## config.mk

```make
export PLATFORM = sky130hd
export DESIGN_NAME = k_best_sorted_insert_flat
export DESIGN_NICKNAME = d
export VERILOG_FILES = /design/src/hdl/kbsi_pkg.sv /design/src/hdl/kbsi_channels.sv /design/src/hdl/kbsi_cell.sv /design/src/hdl/kbsi_chain.sv /design/src/hdl/k_best_sorted_insert.sv /design/src/flat_wrapper.sv
export SDC_FILE = /design/constraint.sdc
export NUM_CORES = 2
export LEC_CHECK = 0
export BUFFER_PORTS_ARGS = -buffer_cell sky130_fd_sc_hd__buf_4
export CORE_MARGIN = 2
export CORE_UTILIZATION = 50
export DETAILED_ROUTE_END_ITERATION = 6
export HOLD_SLACK_MARGIN = 0.08
export MAX_ROUTING_LAYER = met4
export PLACE_DENSITY = 0.71
export SYNTH_ARGS = -nofsm -noshare
export SYNTH_HDL_FRONTEND = slang
export SYNTH_HIERARCHICAL = 1
export SYNTH_SLANG_ARGS = --single-unit
```

## constraint.sdc

```tcl
create_clock -name clk -period 9.3 [get_ports clk]
set_input_delay 0.93 -clock clk [delete_from_list [all_inputs] [get_ports clk]]
set_output_delay 0.93 -clock clk [all_outputs]
set_load 0.01 [all_outputs]
```

## src/hdl/kbsi_pkg.sv

```systemverilog
// Shared types and constants for the k-best sorted insert list.
// No dependencies; the cell, chain and top-level files import this package.
package kbsi_pkg;

  localparam int MAX_KEEP   = 16;
  localparam int RESULT_CAP = 16;
  localparam int CNT_W      = $clog2(MAX_KEEP + 1);
  localparam int KIDX_W     = (MAX_KEEP > 1) ? $clog2(MAX_KEEP) : 1;
  localparam int KEEP_W     = 5;

  localparam logic [KEEP_W-1:0] KEEP_RESET = 5'd8;

  localparam logic [1:0] REQ_INSERT  = 2'd0;
  localparam logic [1:0] REQ_CLEAR   = 2'd1;
  localparam logic [1:0] REQ_READ    = 2'd2;
  localparam logic [1:0] REQ_UNKNOWN = 2'd3;

  typedef struct packed {
    logic [31:0] distance;
    logic [15:0] tag;
    logic [7:0]  cls;
  } entry_t;

  typedef struct packed {
    logic        accepted;
    logic [4:0]  held_count;
    logic [31:0] worst_distance;
    logic        entry_valid;
    logic [3:0]  entry_rank;
    logic [15:0] entry_tag;
    logic [7:0]  entry_class;
    logic [31:0] entry_distance;
    logic        last;
  } out_item_t;

endpackage

```

## src/hdl/kbsi_channels.sv

```systemverilog
// Valid/ready channel interfaces of the k-best sorted insert list:
// request input, result output and keep-count configuration write.
// Fixed field widths, no package dependency.
interface kbsi_in_if;
  logic        valid;
  logic        ready;
  logic [1:0]  req_type;
  logic [31:0] cand_distance;
  logic [15:0] cand_tag;
  logic [7:0]  cand_class;

  modport source (output valid, req_type, cand_distance, cand_tag, cand_class,
                  input ready);
  modport sink   (input valid, req_type, cand_distance, cand_tag, cand_class,
                  output ready);
endinterface

interface kbsi_out_if;
  logic        valid;
  logic        ready;
  logic        accepted;
  logic [4:0]  held_count;
  logic [31:0] worst_distance;
  logic        entry_valid;
  logic [3:0]  entry_rank;
  logic [15:0] entry_tag;
  logic [7:0]  entry_class;
  logic [31:0] entry_distance;
  logic        last;

  modport source (output valid, accepted, held_count, worst_distance, entry_valid,
                  entry_rank, entry_tag, entry_class, entry_distance, last,
                  input ready);
  modport sink   (input valid, accepted, held_count, worst_distance, entry_valid,
                  entry_rank, entry_tag, entry_class, entry_distance, last,
                  output ready);
endinterface

interface kbsi_cfg_if;
  logic       valid;
  logic       ready;
  logic [4:0] data;

  modport source (output valid, data, input ready);
  modport sink   (input valid, data, output ready);
endinterface

```

## src/hdl/kbsi_cell.sv

```systemverilog
// One compare-and-shift cell of the sorted list: holds one entry.
// Depends on kbsi_pkg for the entry type.
module kbsi_cell (
  input  logic            clk,
  input  logic            we,
  input  logic            beyond,
  input  kbsi_pkg::entry_t cand,
  input  logic            left_flag,
  input  kbsi_pkg::entry_t left,
  output logic            flag,
  output kbsi_pkg::entry_t slot
);
  import kbsi_pkg::*;

  entry_t slot_r;
  entry_t slot_nxt;

  // Set when the candidate goes at or ahead of this cell.
  assign flag = beyond || (slot_r.distance > cand.distance);
  assign slot = slot_r;

  always_comb begin
    slot_nxt = slot_r;
    if (left_flag) begin
      slot_nxt = left;
    end else if (flag) begin
      slot_nxt = cand;
    end
  end

  always_ff @(posedge clk) begin
    if (we) begin
      slot_r <= slot_nxt;
    end
  end

endmodule

```

## src/hdl/kbsi_chain.sv

```systemverilog
// Row of compare-and-shift cells forming the sorted list.
// Depends on kbsi_pkg and kbsi_cell.
module kbsi_chain (
  input  logic                                 clk,
  input  logic                                 we,
  input  logic [kbsi_pkg::CNT_W-1:0]           n_eff,
  input  kbsi_pkg::entry_t                     cand,
  output logic [kbsi_pkg::MAX_KEEP-1:0]        flags,
  output kbsi_pkg::entry_t [kbsi_pkg::MAX_KEEP-1:0] slots
);
  import kbsi_pkg::*;

  genvar i;
  generate
    for (i = 0; i < MAX_KEEP; i++) begin : g_cell
      logic   beyond;
      logic   left_flag;
      entry_t left;

      // Slots at or past the fill level count as larger than any candidate.
      assign beyond = (CNT_W'(i) >= n_eff);

      if (i == 0) begin : g_head
        assign left_flag = 1'b0;
        assign left      = cand;
      end else begin : g_link
        assign left_flag = flags[i-1];
        assign left      = slots[i-1];
      end

      kbsi_cell u_cell (
        .clk       (clk),
        .we        (we),
        .beyond    (beyond),
        .cand      (cand),
        .left_flag (left_flag),
        .left      (left),
        .flag      (flags[i]),
        .slot      (slots[i])
      );
    end
  endgenerate

endmodule

```

## src/hdl/k_best_sorted_insert.sv

```systemverilog
// k-best sorted insert list: top level with control and result register.
// Depends on kbsi_pkg, kbsi_channels and kbsi_chain.
//
// Usage: requests arrive on in_ch (insert, clear, read out). Each insert is
// compared against every held entry at once by the cell row and, if taken,
// lands in the same cycle it is accepted. One status transaction follows on
// out_ch for insert, clear and unknown requests; a read out gives one
// transaction per held entry, nearest first, with last on the final one,
// or one status transaction when the list is empty.
// An accepted request moves the sequencer from idle to a status or read state,
// which loads the output register once it is free. A read out passes one entry
// per cycle from the cell row while the receiver does not stall.
// A new request is taken as soon as the previous one has loaded its last
// result, even while that result still waits on out_ch.ready.
// A stalled receiver holds the output register and freezes the sequencer.
// cfg_ch writes keep_count at any time and is always ready; write it only
// while the block is idle. Reset empties the list and sets keep_count to 8.
module k_best_sorted_insert (
  input  logic clk,
  input  logic rst_n,
  kbsi_in_if.sink    in_ch,
  kbsi_out_if.source out_ch,
  kbsi_cfg_if.sink   cfg_ch
);
  import kbsi_pkg::*;

  localparam logic [1:0] ST_IDLE = 2'd0;
  localparam logic [1:0] ST_STAT = 2'd1;
  localparam logic [1:0] ST_READ = 2'd2;

  logic [1:0]        state_r, state_nxt;
  logic [KEEP_W-1:0] keep_count_r;
  logic [CNT_W-1:0]  fill_count_r, fill_count_nxt;
  logic              acc_r, acc_nxt;
  logic [KIDX_W-1:0] rd_idx_r, rd_idx_nxt;
  logic              out_valid_r, out_valid_nxt;
  out_item_t         out_r, out_nxt;

  logic [CNT_W-1:0]  k_eff;
  logic [CNT_W-1:0]  n_eff;
  logic [CNT_W-1:0]  rd_n;
  logic              in_fire;
  logic              ins_ok;
  logic              cell_we;
  logic              out_free;
  logic              rd_last;
  logic [KIDX_W-1:0] worst_idx;
  logic [31:0]       worst_dist;
  entry_t            cand;
  entry_t            rd_entry;

  logic [MAX_KEEP-1:0]         flags;
  entry_t [MAX_KEEP-1:0]       slots;

  assign cfg_ch.ready = 1'b1;

  always_ff @(posedge clk) begin
    if (!rst_n) begin
      keep_count_r <= KEEP_RESET;
    end else if (cfg_ch.valid) begin
      keep_count_r <= cfg_ch.data;
    end
  end

  assign k_eff = (32'(keep_count_r) > 32'(MAX_KEEP)) ? CNT_W'(MAX_KEEP)
                                                     : CNT_W'(keep_count_r);
  assign n_eff = (fill_count_r > k_eff) ? k_eff : fill_count_r;

  assign cand.distance = in_ch.cand_distance;
  assign cand.tag      = in_ch.cand_tag;
  assign cand.cls      = in_ch.cand_class;

  assign in_ch.ready = (state_r == ST_IDLE);
  assign in_fire     = in_ch.valid && in_ch.ready;

  // Taken when the insert position falls inside the first k slots.
  assign ins_ok  = (k_eff != '0) && flags[KIDX_W'(k_eff - CNT_W'(1))];
  assign cell_we = in_fire && (in_ch.req_type == REQ_INSERT) && ins_ok;

  kbsi_chain u_chain (
    .clk   (clk),
    .we    (cell_we),
    .n_eff (n_eff),
    .cand  (cand),
    .flags (flags),
    .slots (slots)
  );

  assign worst_idx  = KIDX_W'(fill_count_r - CNT_W'(1));
  assign worst_dist = (fill_count_r != '0) ? slots[worst_idx].distance : 32'd0;
  assign rd_n       = (32'(fill_count_r) > 32'(RESULT_CAP)) ? CNT_W'(RESULT_CAP)
                                                            : fill_count_r;
  assign rd_last    = ((32'(rd_idx_r) + 32'd1) == 32'(rd_n));
  assign rd_entry   = slots[rd_idx_r];
  assign out_free   = !out_valid_r || out_ch.ready;

  always_comb begin
    state_nxt      = state_r;
    fill_count_nxt = fill_count_r;
    acc_nxt        = acc_r;
    rd_idx_nxt     = rd_idx_r;
    out_valid_nxt  = out_valid_r && !out_ch.ready;
    out_nxt        = out_r;

    case (state_r)
      ST_IDLE: begin
        if (in_fire) begin
          fill_count_nxt = n_eff;
          acc_nxt        = 1'b0;
          rd_idx_nxt     = '0;
          state_nxt      = ST_STAT;
          case (in_ch.req_type)
            REQ_INSERT: begin
              acc_nxt = ins_ok;
              if (ins_ok && (n_eff < k_eff)) begin
                fill_count_nxt = n_eff + CNT_W'(1);
              end
            end
            REQ_CLEAR: begin
              fill_count_nxt = '0;
            end
            REQ_READ: begin
              if (n_eff != '0) begin
                state_nxt = ST_READ;
              end
            end
            default: begin
            end
          endcase
        end
      end
      ST_STAT: begin
        if (out_free) begin
          out_valid_nxt          = 1'b1;
          out_nxt                = '0;
          out_nxt.accepted       = acc_r;
          out_nxt.held_count     = 5'(fill_count_r);
          out_nxt.worst_distance = worst_dist;
          out_nxt.last           = 1'b1;
          state_nxt              = ST_IDLE;
        end
      end
      ST_READ: begin
        if (out_free) begin
          out_valid_nxt          = 1'b1;
          out_nxt.accepted       = 1'b0;
          out_nxt.held_count     = 5'(fill_count_r);
          out_nxt.worst_distance = worst_dist;
          out_nxt.entry_valid    = 1'b1;
          out_nxt.entry_rank     = 4'(rd_idx_r);
          out_nxt.entry_tag      = rd_entry.tag;
          out_nxt.entry_class    = rd_entry.cls;
          out_nxt.entry_distance = rd_entry.distance;
          out_nxt.last           = rd_last;
          rd_idx_nxt             = rd_idx_r + KIDX_W'(1);
          if (rd_last) begin
            state_nxt = ST_IDLE;
          end
        end
      end
      default: begin
        state_nxt = ST_IDLE;
      end
    endcase
  end

  always_ff @(posedge clk) begin
    if (!rst_n) begin
      state_r      <= ST_IDLE;
      fill_count_r <= '0;
      acc_r        <= 1'b0;
      rd_idx_r     <= '0;
      out_valid_r  <= 1'b0;
    end else begin
      state_r      <= state_nxt;
      fill_count_r <= fill_count_nxt;
      acc_r        <= acc_nxt;
      rd_idx_r     <= rd_idx_nxt;
      out_valid_r  <= out_valid_nxt;
    end
  end

  always_ff @(posedge clk) begin
    out_r <= out_nxt;
  end

  assign out_ch.valid          = out_valid_r;
  assign out_ch.accepted       = out_r.accepted;
  assign out_ch.held_count     = out_r.held_count;
  assign out_ch.worst_distance = out_r.worst_distance;
  assign out_ch.entry_valid    = out_r.entry_valid;
  assign out_ch.entry_rank     = out_r.entry_rank;
  assign out_ch.entry_tag      = out_r.entry_tag;
  assign out_ch.entry_class    = out_r.entry_class;
  assign out_ch.entry_distance = out_r.entry_distance;
  assign out_ch.last           = out_r.last;

`ifndef NO_ASSERTIONS
  // The sequencer must leave idle for every accepted request.
  a_busy_after_accept: assert property (@(posedge clk) disable iff (!rst_n)
    in_fire |=> !in_ch.ready)
    else $error("request accepted without leaving idle");

  a_fill_bound: assert property (@(posedge clk) disable iff (!rst_n)
    32'(fill_count_r) <= 32'(MAX_KEEP))
    else $error("fill count above list depth");

  // Sorted cells give a single run of set flags from the insert position up.
  a_flags_monotone: assert property (@(posedge clk) disable iff (!rst_n)
    $onehot0(flags ^ (flags << 1)))
    else $error("cell row out of order");

  a_status_is_last: assert property (@(posedge clk) disable iff (!rst_n)
    (out_ch.valid && !out_ch.entry_valid) |-> out_ch.last)
    else $error("status transaction without last");
`endif

endmodule

```

## src/flat_wrapper.sv

```systemverilog
// flat-port wrapper written by rule: the top's interface ports become plain ports
module k_best_sorted_insert_flat import kbsi_pkg::*;
  (clk, rst_n, in_ch_valid, in_ch_req_type, in_ch_cand_distance, in_ch_cand_tag, in_ch_cand_class, in_ch_ready, out_ch_valid, out_ch_accepted, out_ch_held_count, out_ch_worst_distance, out_ch_entry_valid, out_ch_entry_rank, out_ch_entry_tag, out_ch_entry_class, out_ch_entry_distance, out_ch_last, out_ch_ready, cfg_ch_valid, cfg_ch_data, cfg_ch_ready);
  kbsi_in_if in_ch_i ();
  kbsi_out_if out_ch_i ();
  kbsi_cfg_if cfg_ch_i ();
  input  logic clk;
  input  logic rst_n;
  input wire logic [$bits(in_ch_i.valid)-1:0] in_ch_valid;
  input wire logic [$bits(in_ch_i.req_type)-1:0] in_ch_req_type;
  input wire logic [$bits(in_ch_i.cand_distance)-1:0] in_ch_cand_distance;
  input wire logic [$bits(in_ch_i.cand_tag)-1:0] in_ch_cand_tag;
  input wire logic [$bits(in_ch_i.cand_class)-1:0] in_ch_cand_class;
  output wire logic [$bits(in_ch_i.ready)-1:0] in_ch_ready;
  output wire logic [$bits(out_ch_i.valid)-1:0] out_ch_valid;
  output wire logic [$bits(out_ch_i.accepted)-1:0] out_ch_accepted;
  output wire logic [$bits(out_ch_i.held_count)-1:0] out_ch_held_count;
  output wire logic [$bits(out_ch_i.worst_distance)-1:0] out_ch_worst_distance;
  output wire logic [$bits(out_ch_i.entry_valid)-1:0] out_ch_entry_valid;
  output wire logic [$bits(out_ch_i.entry_rank)-1:0] out_ch_entry_rank;
  output wire logic [$bits(out_ch_i.entry_tag)-1:0] out_ch_entry_tag;
  output wire logic [$bits(out_ch_i.entry_class)-1:0] out_ch_entry_class;
  output wire logic [$bits(out_ch_i.entry_distance)-1:0] out_ch_entry_distance;
  output wire logic [$bits(out_ch_i.last)-1:0] out_ch_last;
  input wire logic [$bits(out_ch_i.ready)-1:0] out_ch_ready;
  input wire logic [$bits(cfg_ch_i.valid)-1:0] cfg_ch_valid;
  input wire logic [$bits(cfg_ch_i.data)-1:0] cfg_ch_data;
  output wire logic [$bits(cfg_ch_i.ready)-1:0] cfg_ch_ready;
  assign in_ch_i.valid = in_ch_valid;
  assign in_ch_i.req_type = in_ch_req_type;
  assign in_ch_i.cand_distance = in_ch_cand_distance;
  assign in_ch_i.cand_tag = in_ch_cand_tag;
  assign in_ch_i.cand_class = in_ch_cand_class;
  assign in_ch_ready = in_ch_i.ready;
  assign out_ch_valid = out_ch_i.valid;
  assign out_ch_accepted = out_ch_i.accepted;
  assign out_ch_held_count = out_ch_i.held_count;
  assign out_ch_worst_distance = out_ch_i.worst_distance;
  assign out_ch_entry_valid = out_ch_i.entry_valid;
  assign out_ch_entry_rank = out_ch_i.entry_rank;
  assign out_ch_entry_tag = out_ch_i.entry_tag;
  assign out_ch_entry_class = out_ch_i.entry_class;
  assign out_ch_entry_distance = out_ch_i.entry_distance;
  assign out_ch_last = out_ch_i.last;
  assign out_ch_i.ready = out_ch_ready;
  assign cfg_ch_i.valid = cfg_ch_valid;
  assign cfg_ch_i.data = cfg_ch_data;
  assign cfg_ch_ready = cfg_ch_i.ready;
  k_best_sorted_insert u_core (.clk(clk), .rst_n(rst_n), .in_ch(in_ch_i), .out_ch(out_ch_i), .cfg_ch(cfg_ch_i));
endmodule
```

==> results.py <==
metrics = {
    "outcome": {
        "outcome": "completed",
    },
    "placement": {
        "place_area_um2": 69400,
        "gp_congestion": 0.931,
        "numPortBuffers": 169,
        "post-dp-hpwl_um": 135000,
    },
    "global_route": {
        "grt_pass1_vias": 44800,
        "grt_usage": 0.294,
        "grt_max_degree": 134,
        "antenna_found_initial": 6,
        "overflow": 0,
        "grt_pass1_wl_um": 292000,
    },
    "sta": {
        "hold_viol": 0,
        "max_freq_mhz": 129,
        "rsz0062_at_grt": "false",
        "slew_headroom": 0.0616,
        "setup_violations": 0,
        "tightest_slew_ns": 1.41,
        "slew_viol_final": 0,
        "finalSetupTns_ns": 0,
        "layout_min_cycle_time_ns": 7.73,
        "timing.final.crit_share": 0.831,
        "skew_ns": 0.0450,
        "whs_ns": 0.480,
    },
    "power_and_ir_drop": {
        "peakVddDrop_mv": 0.348,
        "finalPower_w": 0.0171,
        "p_per_area_nw_per_um2": 234,
        "power.leakage_nw": 27.9,
    },
    "hold_path": {
        "hold_path_class": "input pin to flop",
        "holdPathStages": 3,
        "hold_start": "cfg_ch_data[3]",
        "whs_endpoint": "u_core/keep_count_r[3]$_SDFFE_PN1P_",
    },
    "synth": {
        "async_reset_ff_frac": 0,
        "synth_edf_count": 996,
        "synth_cells": 5394,
        "ys_seq_area_frac": 0.457,
        "syn_nets": 5992,
        "ys_types": 72,
        "synth-warning-count": 6,
        "synth_area_per_cell_um2": 12.3,
        "ys.flop_type": "edfxtp_1",
        "ys_ff_latch": 1014,
        "syn-cell-area_um2": 66300,
    },
    "die": {
        "die_width_um": 368,
        "start_util": 0.504,
        "die-area_um2": 135000,
        "core_area_um2": 131000,
        "die_h_um": 368,
        "rows": 133,
        "io_pins": 171,
    },
    "layout": {
        "drive_gt1_frac": 0.244,
        "area_growth_syn_to_layout_pct": 10.3,
        "mostFrequentLayoutCells": "edfxtp_1 (996), nand2_1 (592), inv_1 (550)",
        "fin_nets": 6022,
        "fin_area_um2": 73100,
        "layout_commonest_cell": "edfxtp_1",
        "utilization": 0.556,
    },
    "critical_path": {
        "reg2regPathDepth": 19,
        "slowest_stage": "a31oi_4",
        "crit_chain": "and2b_2 -> inv_1 -> ha_1 -> a211oi_1 -> o221ai_1 -> o21ai_1 -> mux2i_1 -> inv_1 -> or2_1 -> o31ai_1 -> nor2_1 -> a31oi_4 -> buf_4 -> mux4_2 -> a32oi_1 -> a2111oi_2 -> o31ai_1 -> a31oi_4 -> buf_4",
        "timing.rr.start": "u_core/keep_count_r[4]$_SDFFE_PN0P_",
        "slowest_delay_ns": 1.10,
        "r2r_slack_ns": 1.57,
        "worstPathArrival_ns": 8.15,
        "crit_family": "compound AO/OA/AOI/OAI gates",
        "crit_path_max_fanout": 45,
        "end_kind": "flop",
        "cp.required_ns": 9.72,
        "reg2reg_to": "u_core/u_chain/g_cell[14].u_cell/slot[25]$_DFFE_PP_",
        "startpoint_type": "flop",
        "cp.buffers_inverters": 4,
        "path_class": "flop to flop",
    },
    "clock_network": {
        "cts_buffers": 110,
        "insertion_delay_ns": 0.76,
        "clock_path_buffers": 3,
        "cts_root_buf": "clkbuf_16",
        "htree_levels": 3,
        "clock-sinks": 1014,
        "clkSlewWorstSetupHoldPaths_ns": 0.06,
        "postCtsResizedCells": 0,
        "cts_post_setup_buffers_inserted": 0,
        "tritoncts": "yes",
        "ctsHoldBuffers": 0,
    },
    "drt": {
        "route.detailed.drc": 0,
        "viasPerCell": 6.42,
        "drt-pass1-iter-count": 5,
        "wl_per_cell_um": 26.9,
        "drt_iter0_markers": 5783,
        "ant_nets": 0,
        "wl_um": 196000,
        "num_vias": 46800,
    },
    "run": {
        "cap_violations": 0,
    },
}
[kinds of logic (layout without fill, tap and decap cells)]
| family | count (synthesis) | after routing | synth area share |
|---|---|---|---|
| mux | 855 | 855 | 0.215 |
| xor+xnor | 7 | 7 | 0.00104 |
| compound gates | 1074 | 1074 | 0.0960 |
| flops | 1014 | 1014 | 0.457 |
| other cells | 2 | 6 | 0.000113 |
| simple gates | 1052 | 1052 | 0.0799 |
| buf+inv | 860 | 985 | 0.0514 |
| fa+ha+maj | 530 | 530 | 0.100 |
[worst reg2reg max path: stages, from the launching register on]
cell and delay, ns:
dfxtp_1 0.47, and2b_2 0.30, inv_1 0.19, ha_1 0.29, a211oi_1 0.22, o221ai_1 0.20
o21ai_1 0.58, mux2i_1 0.42, inv_1 0.24, or2_1 0.46, o31ai_1 0.23, nor2_1 0.14
a31oi_4 0.16, buf_4 0.45, mux4_2 0.34, a32oi_1 0.20, a2111oi_2 0.76, o31ai_1 0.24
a31oi_4 1.10, buf_4 0.44
[layout make-up]
class,instances,area [um2]
fill,10700,58400
multi-input combinational,3520,33100
sequential,1014,30300
clock buffer,132,2950
tap,1755,2200
inverter,552,2070
timing repair buffer,226,1780
clock inverter,75,666
antenna,4,10.0
[cell usage after synthesis, types with 4 or more instances]
library cell / instances / area share
nor3_1: 9 / 0.00068
a21o_1: 35 / 0.0040
and4b_2: 12 / 0.0020
nor2b_1: 60 / 0.0057
and4_1: 50 / 0.0066
and2_1: 63 / 0.0059
nand4_2: 20 / 0.0038
mux2_2: 401 / 0.068
o21a_1: 5 / 0.00057
mux4_2: 410 / 0.14
o21ai_0: 533 / 0.040
inv_1: 550 / 0.031
mux2i_1: 42 / 0.0063
edfxtp_1: 996 / 0.45
nor4_1: 5 / 0.00047
a21oi_2: 5 / 0.00066
nand2_1: 592 / 0.034
xnor2_1: 4 / 0.00053
buf_4: 16 / 0.0018
nor4_2: 16 / 0.0030
clkbuf_1: 196 / 0.011
nor2_1: 65 / 0.0037
a31oi_1: 35 / 0.0033
a211oi_1: 87 / 0.0099
a221o_1: 17 / 0.0026
a311o_1: 12 / 0.0018
dfxtp_1: 18 / 0.0054
o21ai_1: 23 / 0.0017
nand4_1: 62 / 0.0059
buf_1: 13 / 0.00074
a21boi_0: 13 / 0.0015
o31ai_2: 12 / 0.0023
buf_2: 81 / 0.0061
o211ai_1: 19 / 0.0022
a21boi_2: 13 / 0.0022
o31ai_1: 23 / 0.0026
nand3_1: 81 / 0.0061
a21oi_1: 215 / 0.016
ha_1: 530 / 0.10
[through the flow]
| stage | std cells | setup WS (ns) |
|---|---|---|
| 3_5_place_dp | 7067 | 1.73 |
| 4_1_cts | 7274 | 1.67 |
| 3_3_place_gp | 7067 | 1.65 |
| 2_1_floorplan | 5394 | 0.854 |
| 6_report | 7278 | 1.57 |
| 5_1_grt | 7275 | 1.14 |
[per-layer routing]
metal,GRT usage,up-vias,share of wire
met4,0.108,0,0.036
met1,0.392,23400,0.40
met5,-,-,0
met2,0.458,2384,0.47
met3,0.0438,330,0.088
li1,-,20600,-
[where the power goes]
part,switching (W),internal [W],leakage [nW]
Sequential,0.000372,0.00606,9.26
Clock,0.00197,0.00251,1.76
Combinational,0.00382,0.00236,16.9
[sequential cells by signal, summed over array words and instances, names as in the netlist]
register / count
u_core/acc_r: 1
u_core/fill_count_r: 5
u_core/keep_count_r: 5
u_core/out_ch.accepted: 1
u_core/out_ch.entry_class: 8
u_core/out_ch.entry_distance: 32
u_core/out_ch.entry_rank: 4
u_core/out_ch.entry_tag: 16
u_core/out_ch.entry_valid: 1
u_core/out_ch.held_count: 5
u_core/out_ch.last: 1
u_core/out_ch.valid: 1
u_core/out_ch.worst_distance: 32
u_core/rd_idx_r: 4
u_core/state_r: 2
u_core/u_chain/g_cell.u_cell/slot: 896
[worst max-delay path by stage]
| stage | startpoint | end | slack (ns) | cells after the start |
|---|---|---|---|---|
| after global routing | u_core/keep_count_r[4]$_SDFFE_PN0P_ | u_core/u_chain/g_cell[14].u_cell/slot[25]$_DFFE_PP_ | 1.14 | 19 |
| after global placement | u_core/keep_count_r[4]$_SDFFE_PN0P_ | u_core/u_chain/g_cell[14].u_cell/slot[31]$_DFFE_PP_ | 1.65 | 19 |
| after detailed placement | u_core/keep_count_r[4]$_SDFFE_PN0P_ | u_core/u_chain/g_cell[14].u_cell/slot[31]$_DFFE_PP_ | 1.73 | 19 |
| final | u_core/keep_count_r[4]$_SDFFE_PN0P_ | u_core/u_chain/g_cell[14].u_cell/slot[25]$_DFFE_PP_ | 1.57 | 19 |
| after floorplan | u_core/keep_count_r[4]$_SDFFE_PN0P_ | u_core/u_chain/g_cell[0].u_cell/slot[0]$_DFFE_PP_ | 0.85 | 18 |
| after CTS | u_core/keep_count_r[4]$_SDFFE_PN0P_ | u_core/u_chain/g_cell[14].u_cell/slot[25]$_DFFE_PP_ | 1.67 | 19 |
No activity file was read; power rests on OpenSTA's default activity.
